## src/rtl/core/itoa_pkg.sv

```systemverilog
// Package of the integer to ASCII formatter: payload types, mode codes,
// character constants, sequencer states and the digit to ASCII function.
// Depends on nothing.
package itoa_pkg;

   localparam logic [2:0] MODE_HEX4  = 3'd0;
   localparam logic [2:0] MODE_HEX8  = 3'd1;
   localparam logic [2:0] MODE_HEX16 = 3'd2;
   localparam logic [2:0] MODE_HEX32 = 3'd3;
   localparam logic [2:0] MODE_UDEC  = 3'd4;
   localparam logic [2:0] MODE_SDEC  = 3'd5;

   localparam logic [7:0] CHAR_ZERO     = 8'h30;
   localparam logic [7:0] CHAR_NINE     = 8'h39;
   localparam logic [7:0] CHAR_UPPER_A  = 8'h41;
   localparam logic [7:0] CHAR_UPPER_F  = 8'h46;
   localparam logic [7:0] CHAR_HEX_BASE = 8'h37;
   localparam logic [7:0] CHAR_MINUS    = 8'h2d;

   localparam int DEC_DIGITS = 10;
   localparam int VALUE_BITS = 32;

   typedef struct packed {
      logic [2:0]  mode;
      logic [31:0] value;
   } req_type;

   typedef struct packed {
      logic [7:0] character;
      logic       last;
   } rsp_type;

   typedef enum logic [1:0] {
      ST_IDLE,
      ST_CONVERT,
      ST_SKIP,
      ST_EMIT
   } state_type;

   function automatic logic [7:0] digit_to_ascii(input logic [3:0] nibble);
      logic [7:0] wide;
      wide = {4'h0, nibble};
      if (nibble > 4'd9) begin
         return wide + CHAR_HEX_BASE;
      end
      return wide + CHAR_ZERO;
   endfunction

endpackage

```

## src/rtl/core/integer_to_ascii_formatter.sv

```systemverilog
// Integer to ASCII formatter: top level with sequencer and output register.
// Depends on itoa_pkg and itoa_dabble_unit.
//
// Usage: a request on req_ carries a mode and a 32-bit value. Modes 0 to 3
// print the low 4, 8, 16 or 32 bits as fixed-length upper-case hex; mode 4
// prints unsigned decimal without leading zeros; mode 5 prints signed decimal
// with a leading minus when negative. Modes 6 and 7 are taken and dropped.
// Characters leave on rsp_ most significant first, one per handshake, with
// last set on the final character of each request.
// req_ready is high only while the sequencer is idle, so a new request is
// taken only once the last has passed its final character to the output
// register. A hex request goes straight to the emit state; a decimal request
// first passes through the shared shift-and-add-3 unit (one value bit per
// cycle), then drops leading zeros one at a time. Characters then go out at
// one character per cycle while the receiver keeps up.
// The final character sits in the output register while the next request is
// taken. When the receiver stalls, rsp_payload holds and the emit state waits.
// Reset is synchronous and active high; it returns the sequencer to idle and
// clears the output valid.
module integer_to_ascii_formatter (
   input  logic              clock,
   input  logic              reset,
   input  logic              req_valid,
   output logic              req_ready,
   input  itoa_pkg::req_type req_payload,
   output logic              rsp_valid,
   input  logic              rsp_ready,
   output itoa_pkg::rsp_type rsp_payload
);

   localparam int DigitBits = itoa_pkg::DEC_DIGITS * 4;

   itoa_pkg::state_type state_ff, state_in;
   logic [DigitBits-1:0]            digits_ff, digits_in;
   logic [itoa_pkg::VALUE_BITS-1:0] bin_ff, bin_in;
   logic [4:0]                      iter_ff, iter_in;
   logic [3:0]                      remain_ff, remain_in;
   logic                            sign_ff, sign_in;
   logic                            rsp_valid_ff, rsp_valid_in;
   itoa_pkg::rsp_type               rsp_data_ff, rsp_data_in;

   logic [DigitBits-1:0]            dab_digits;
   logic [itoa_pkg::VALUE_BITS-1:0] dab_bin;
   logic                            out_free;

   // Conversion unit shared by both decimal modes: one binary bit enters the BCD digits per cycle.
   itoa_dabble_unit u_dabble (
      .digits_i (digits_ff),
      .bin_i    (bin_ff),
      .digits_o (dab_digits),
      .bin_o    (dab_bin)
   );

   assign out_free    = !rsp_valid_ff || rsp_ready;
   assign req_ready   = (state_ff == itoa_pkg::ST_IDLE);
   assign rsp_valid   = rsp_valid_ff;
   assign rsp_payload = rsp_data_ff;

   always_comb begin
      state_in     = state_ff;
      digits_in    = digits_ff;
      bin_in       = bin_ff;
      iter_in      = iter_ff;
      remain_in    = remain_ff;
      sign_in      = sign_ff;
      rsp_data_in  = rsp_data_ff;
      rsp_valid_in = rsp_valid_ff && !rsp_ready;

      case (state_ff)
         itoa_pkg::ST_IDLE: begin
            if (req_valid) begin
               sign_in = 1'b0;
               iter_in = '0;
               // Hex digits are placed at the top of the digit register, so the
               // emitter always takes the top nibble first.
               case (req_payload.mode)
                  itoa_pkg::MODE_HEX4: begin
                     digits_in = {req_payload.value[3:0], 36'h0};
                     remain_in = 4'd1;
                     state_in  = itoa_pkg::ST_EMIT;
                  end
                  itoa_pkg::MODE_HEX8: begin
                     digits_in = {req_payload.value[7:0], 32'h0};
                     remain_in = 4'd2;
                     state_in  = itoa_pkg::ST_EMIT;
                  end
                  itoa_pkg::MODE_HEX16: begin
                     digits_in = {req_payload.value[15:0], 24'h0};
                     remain_in = 4'd4;
                     state_in  = itoa_pkg::ST_EMIT;
                  end
                  itoa_pkg::MODE_HEX32: begin
                     digits_in = {req_payload.value, 8'h0};
                     remain_in = 4'd8;
                     state_in  = itoa_pkg::ST_EMIT;
                  end
                  itoa_pkg::MODE_UDEC: begin
                     digits_in = '0;
                     bin_in    = req_payload.value;
                     state_in  = itoa_pkg::ST_CONVERT;
                  end
                  itoa_pkg::MODE_SDEC: begin
                     digits_in = '0;
                     sign_in   = req_payload.value[31];
                     // The negation wraps, so the most negative value keeps its pattern
                     // and still reads as the right unsigned magnitude.
                     if (req_payload.value[31]) begin
                        bin_in = ~req_payload.value + 32'd1;
                     end else begin
                        bin_in = req_payload.value;
                     end
                     state_in = itoa_pkg::ST_CONVERT;
                  end
                  default: begin
                     state_in = itoa_pkg::ST_IDLE;
                  end
               endcase
            end
         end

         itoa_pkg::ST_CONVERT: begin
            digits_in = dab_digits;
            bin_in    = dab_bin;
            iter_in   = iter_ff + 5'd1;
            if (iter_ff == 5'd31) begin
               remain_in = 4'(itoa_pkg::DEC_DIGITS);
               state_in  = itoa_pkg::ST_SKIP;
            end
         end

         itoa_pkg::ST_SKIP: begin
            // Leading zeros go one per cycle; the units digit always stays.
            if (digits_ff[DigitBits-1 -: 4] == 4'd0 && remain_ff > 4'd1) begin
               digits_in = {digits_ff[DigitBits-5:0], 4'h0};
               remain_in = remain_ff - 4'd1;
            end else begin
               state_in = itoa_pkg::ST_EMIT;
            end
         end

         itoa_pkg::ST_EMIT: begin
            if (out_free) begin
               rsp_valid_in = 1'b1;
               if (sign_ff) begin
                  rsp_data_in.character = itoa_pkg::CHAR_MINUS;
                  rsp_data_in.last      = 1'b0;
                  sign_in               = 1'b0;
               end else begin
                  rsp_data_in.character =
                     itoa_pkg::digit_to_ascii(digits_ff[DigitBits-1 -: 4]);
                  rsp_data_in.last      = (remain_ff == 4'd1);
                  digits_in             = {digits_ff[DigitBits-5:0], 4'h0};
                  remain_in             = remain_ff - 4'd1;
                  if (remain_ff == 4'd1) begin
                     state_in = itoa_pkg::ST_IDLE;
                  end
               end
            end
         end

         default: begin
            state_in = itoa_pkg::ST_IDLE;
         end
      endcase
   end

   always_ff @(posedge clock) begin
      if (reset) begin
         state_ff     <= itoa_pkg::ST_IDLE;
         rsp_valid_ff <= 1'b0;
         sign_ff      <= 1'b0;
         iter_ff      <= '0;
         remain_ff    <= '0;
      end else begin
         state_ff     <= state_in;
         rsp_valid_ff <= rsp_valid_in;
         sign_ff      <= sign_in;
         iter_ff      <= iter_in;
         remain_ff    <= remain_in;
      end
   end

   always_ff @(posedge clock) begin
      digits_ff   <= digits_in;
      bin_ff      <= bin_in;
      rsp_data_ff <= rsp_data_in;
   end

endmodule

```

## src/rtl/core/itoa_dabble_unit.sv

```systemverilog
// One shift-and-add-3 step of binary to BCD conversion over ten digits.
// Depends on itoa_pkg for the digit count and value width.
module itoa_dabble_unit (
   input  logic [itoa_pkg::DEC_DIGITS*4-1:0] digits_i,
   input  logic [itoa_pkg::VALUE_BITS-1:0]   bin_i,
   output logic [itoa_pkg::DEC_DIGITS*4-1:0] digits_o,
   output logic [itoa_pkg::VALUE_BITS-1:0]   bin_o
);

   logic [itoa_pkg::DEC_DIGITS*4-1:0] adjusted;

   // Any digit of five or more is raised by three so that the shift carries into the next.
   always_comb begin
      for (int i = 0; i < itoa_pkg::DEC_DIGITS; i++) begin
         if (digits_i[i*4 +: 4] >= 4'd5) begin
            adjusted[i*4 +: 4] = digits_i[i*4 +: 4] + 4'd3;
         end else begin
            adjusted[i*4 +: 4] = digits_i[i*4 +: 4];
         end
      end
   end

   assign digits_o = {adjusted[itoa_pkg::DEC_DIGITS*4-2:0], bin_i[itoa_pkg::VALUE_BITS-1]};
   assign bin_o    = {bin_i[itoa_pkg::VALUE_BITS-2:0], 1'b0};

endmodule

```

## config.mk

```make
export PLATFORM = sky130hd
export DESIGN_NAME = integer_to_ascii_formatter
export DESIGN_NICKNAME = d
export VERILOG_FILES = /design/src/rtl/core/itoa_pkg.sv /design/src/rtl/core/integer_to_ascii_formatter.sv /design/src/rtl/core/itoa_dabble_unit.sv
export SDC_FILE = /design/constraint.sdc
export NUM_CORES = 1
export LEC_CHECK = 0
export BUFFER_PORTS_ARGS = -buffer_cell sky130_fd_sc_hd__clkbuf_2
export CORE_MARGIN = 5
export CORE_UTILIZATION = 50
export DETAILED_ROUTE_END_ITERATION = 8
export PLACE_DENSITY = 0.71
export RECOVER_POWER = 25
export SETUP_SLACK_MARGIN = 0.4
export SLEW_MARGIN = 20
export SYNTH_ARGS = -nofsm -noshare
export SYNTH_HDL_FRONTEND = slang
export SYNTH_SLANG_ARGS = --single-unit
```

## constraint.sdc

```tcl
create_clock -name clock -period 5.1 [get_ports clock]
set_input_delay 0.255 -clock clock [delete_from_list [all_inputs] [get_ports clock]]
set_output_delay 0.255 -clock clock [all_outputs]
set_load 0.05 [all_outputs]
```

==> results.json <==
{
  "finalSetupViolations": 0,
  "ys.flop_type": "edfxtp_1",
  "min-delay-start": "rsp_ready",
  "grt_pass1_wl_um": 25700,
  "startpoint_type": "flip-flop",
  "path_max_fanout": 59,
  "tns_ns": 0,
  "slew_viol_final": 41,
  "max_freq_mhz": 308,
  "drt_iter0_markers": 535,
  "ctsResizeCount": 0,
  "root_buffer": "clkbuf_16",
  "pwr-share-seq_pct": 39.1,
  "grt_overflow": 0,
  "dp_slack_ns": 2.31,
  "drive_above_1_share_pct": 11.1,
  "netlist_area_um2": 6260,
  "synth_cell_types": 63,
  "p_leak_uw": 0.00247,
  "die_height_um": 122,
  "async_reset_ff_share_pct": 0,
  "grt_pass1_vias": 5181,
  "grt_max_degree": 60,
  "r2r_cells": 7,
  "path_clk_slew_ns": 0.06,
  "numCtsBuffers": 9,
  "p_switching_uw": 1520,
  "row_count": 40,
  "numPortBuffers": 48,
  "powerDensity_nw_per_um2": 544,
  "hold_class": "primary input to flip-flop",
  "worst_pin_slew_ns": 1.66,
  "switching_share_pct": 40.7,
  "vias": 5302,
  "synth_warnings": 0,
  "clock_path_buffers": 2,
  "critPathKind": "flip-flop to flip-flop",
  "ant_nets": 0,
  "utilization_pct": 56.5,
  "htreeDepth": 3,
  "fp.dieW_um": 122,
  "fin_crit_ns": 3.25,
  "core_um2": 12200,
  "n_antenna_cell": 0,
  "drc": 0,
  "skew_ns": 0.00755,
  "die-area_um2": 14900,
  "syn_avg_cell_area_um2": 9.45,
  "violations": "capacitance limit, slew limit",
  "period_share_pct": 63.7,
  "design_area_um2": 6870,
  "syn_inst": 663,
  "seq_area_frac_synth_pct": 42.5,
  "dpl_cell_area_um2": 6610,
  "ir_worst_vdd_mv": 0.385,
  "rsz0062_at_grt": "false",
  "hold_depth": 4,
  "synth-seq-cells": 93,
  "wl_per_cell_um": 18.7,
  "timing.final.ws_setup_ns": 1.85,
  "r2r_end": "digits_ff[8]",
  "syn-num-nets": 732,
  "drt-total-wl_um": 16100,
  "relSlewSlack_pct": -10.9,
  "synth-edff-count": 80,
  "worst_ep_arrival_time_ns": 3.34,
  "first_pass_iters": 5,
  "r2r_start": "state_ff[1]",
  "area_growth_pct": 9.69,
  "p_clk_share_pct": 17.5,
  "post-dp-hpwl_um": 11500,
  "ff2ff_setup_slack_ns": 1.85,
  "via_per_inst": 6.16,
  "share_comb_of_total_power_pct": 43.4,
  "status": "finished, violations left",
  "cts_sinks": 93,
  "max_stage_delay_ns": 1.20,
  "clk_latency_ns": 0.35,
  "gp_congestion": 0.963,
  "holdPathEnd": "rsp_valid",
  "drv_cap": 1,
  "hold_viol": 0,
  "cts_tree": "built",
  "finalNetCount": 757,
  "grt_use_total_pct": 21.8,
  "cp.required_ns": 5.20,
  "p_int_uw": 2210,
  "ctsHoldBuffers": 0,
  "grt_antenna_before_repair": 0,
  "start_util_pct": 51.5,
  "end_kind": "flip-flop",
  "path_cells": "inv_1 > ha_1 > buf_4 > nand2b_1 > clkbuf_1 > nor3_1 > a221o_1",
  "io_pins": 50,
  "cts_setup_buffers": 0,
  "cp_slowest_cell": "clkbuf_1"
}
state kept, by name (all words and copies together), names as in the netlist:
register / flops
bin_ff: 32
sign_ff: 1
remain_ff: 4
rsp_payload: 8
state_ff: 2
iter_ff: 5
rsp_valid: 1
digits_ff: 40
how the worst max path moves through the flow:
stage | end | cells after the start | from | slack, ns
3_5_place_dp | bin_ff[25] | 6 | req_payload[32] | 2.31
5_1_grt | digits_ff[8] | 6 | state_ff[1] | 1.62
6_report | digits_ff[8] | 7 | state_ff[1] | 1.85
4_1_cts | remain_ff[2] | 6 | digits_ff[36] | 2.39
2_1_floorplan | digits_ff[0] | 3 | state_ff[1] | 0.46
3_3_place_gp | bin_ff[12] | 6 | req_payload[32] | 2.40
power groups by stage:
stage,clock [uW],sequential (uW),combinational (uW)
finish,653,1460,1620
global route,698,1490,1810
CTS,668,1450,1630
detailed placement,0,1470,1620
floorplan,0,1450,1210
global placement,0,1450,1540
cell type report:
class	count	area [um^2]
clock buffers	14	244
multi-input cells	493	3310
well taps	168	210
repair buffers	53	262
fillers	1099	5290
clock inverters	2	33.8
inverters	38	143
flip-flops and latches	93	2660
Yosys cell counts, drive strengths merged (14+ instances only):
| cell type | n | area [um^2] |
|---|---|---|
| a21oi | 47 | 235 |
| nand2 | 57 | 214 |
| xor2 | 18 | 158 |
| edfxtp | 80 | 2400 |
| inv | 38 | 143 |
| a22oi | 23 | 173 |
| o21ai | 66 | 330 |
| nor3 | 14 | 70.1 |
| xnor2 | 24 | 210 |
| nand2b | 19 | 119 |
| nor2 | 50 | 188 |
| nor3b | 15 | 113 |
| clkbuf | 30 | 113 |
| ha | 30 | 375 |
| mux2i | 15 | 150 |
placed cells by master, fill, tap and decap left out, drive strengths merged, types with 7 or more instances in the layout:
cell    netlist  final
nor3         14     14
mux2         12     12
a22oi        23     23
nand2        57     57
mux2i        15     15
nand2b       19     19
ha           30     30
a21oi        47     47
inv          38     38
clkbuf       30     63
xnor2        24     24
o31ai         7      7
o221ai       10     10
o21ai        66     66
edfxtp       80     80
dfxtp        13     13
nor3b        15     15
nor2         50     50
xor2         18     18
cell families after synthesis:
logic type | share of synthesized area [%]
DFF | 42.5
and+or+nand+nor | 15.6
buffers and inverters | 5.17
adders and majority gates | 5.99
muxes | 4.62
other | 0.0599
AOI/OAI and AO/OA | 20.2
xor gates and xnor gates | 5.87
critical path: cells and delay by family (launching register included):
kind	cells	cell delay, ns
adder cells (fa/ha/maj)	1	0.19
AND/OR/NAND/NOR	2	0.37
flip-flops	1	0.43
AO/OA/AOI/OAI	1	0.34
buffers and inverters	3	1.64
per-stage QoR:
stage | std cells | hold WS (ns) | total power, uW
2_1_floorplan | 663 | 0.444 | 2660
3_3_place_gp | 845 | 0.471 | 2990
3_5_place_dp | 845 | 0.496 | 3090
4_1_cts | 861 | 0.207 | 3750
5_1_grt | 861 | 0.243 | 4000
6_report | 861 | 0.216 | 3730
per-layer routing:
| layer | part of all wire [%] | vias up | track usage [%] | routed length (um) |
|---|---|---|---|---|
| met2 | 49 | 216 | 36.8 | 7890 |
| met4 | 2.1 | 0 | 7.00 | 343 |
| met3 | 7.2 | 37 | 5.34 | 1160 |
| li1 | - | 2495 | - | - |
| met5 | 0 | - | 0 | 0 |
| met1 | 42 | 2554 | 27.5 | 6680 |
Power figures use the tool's default switching activity.
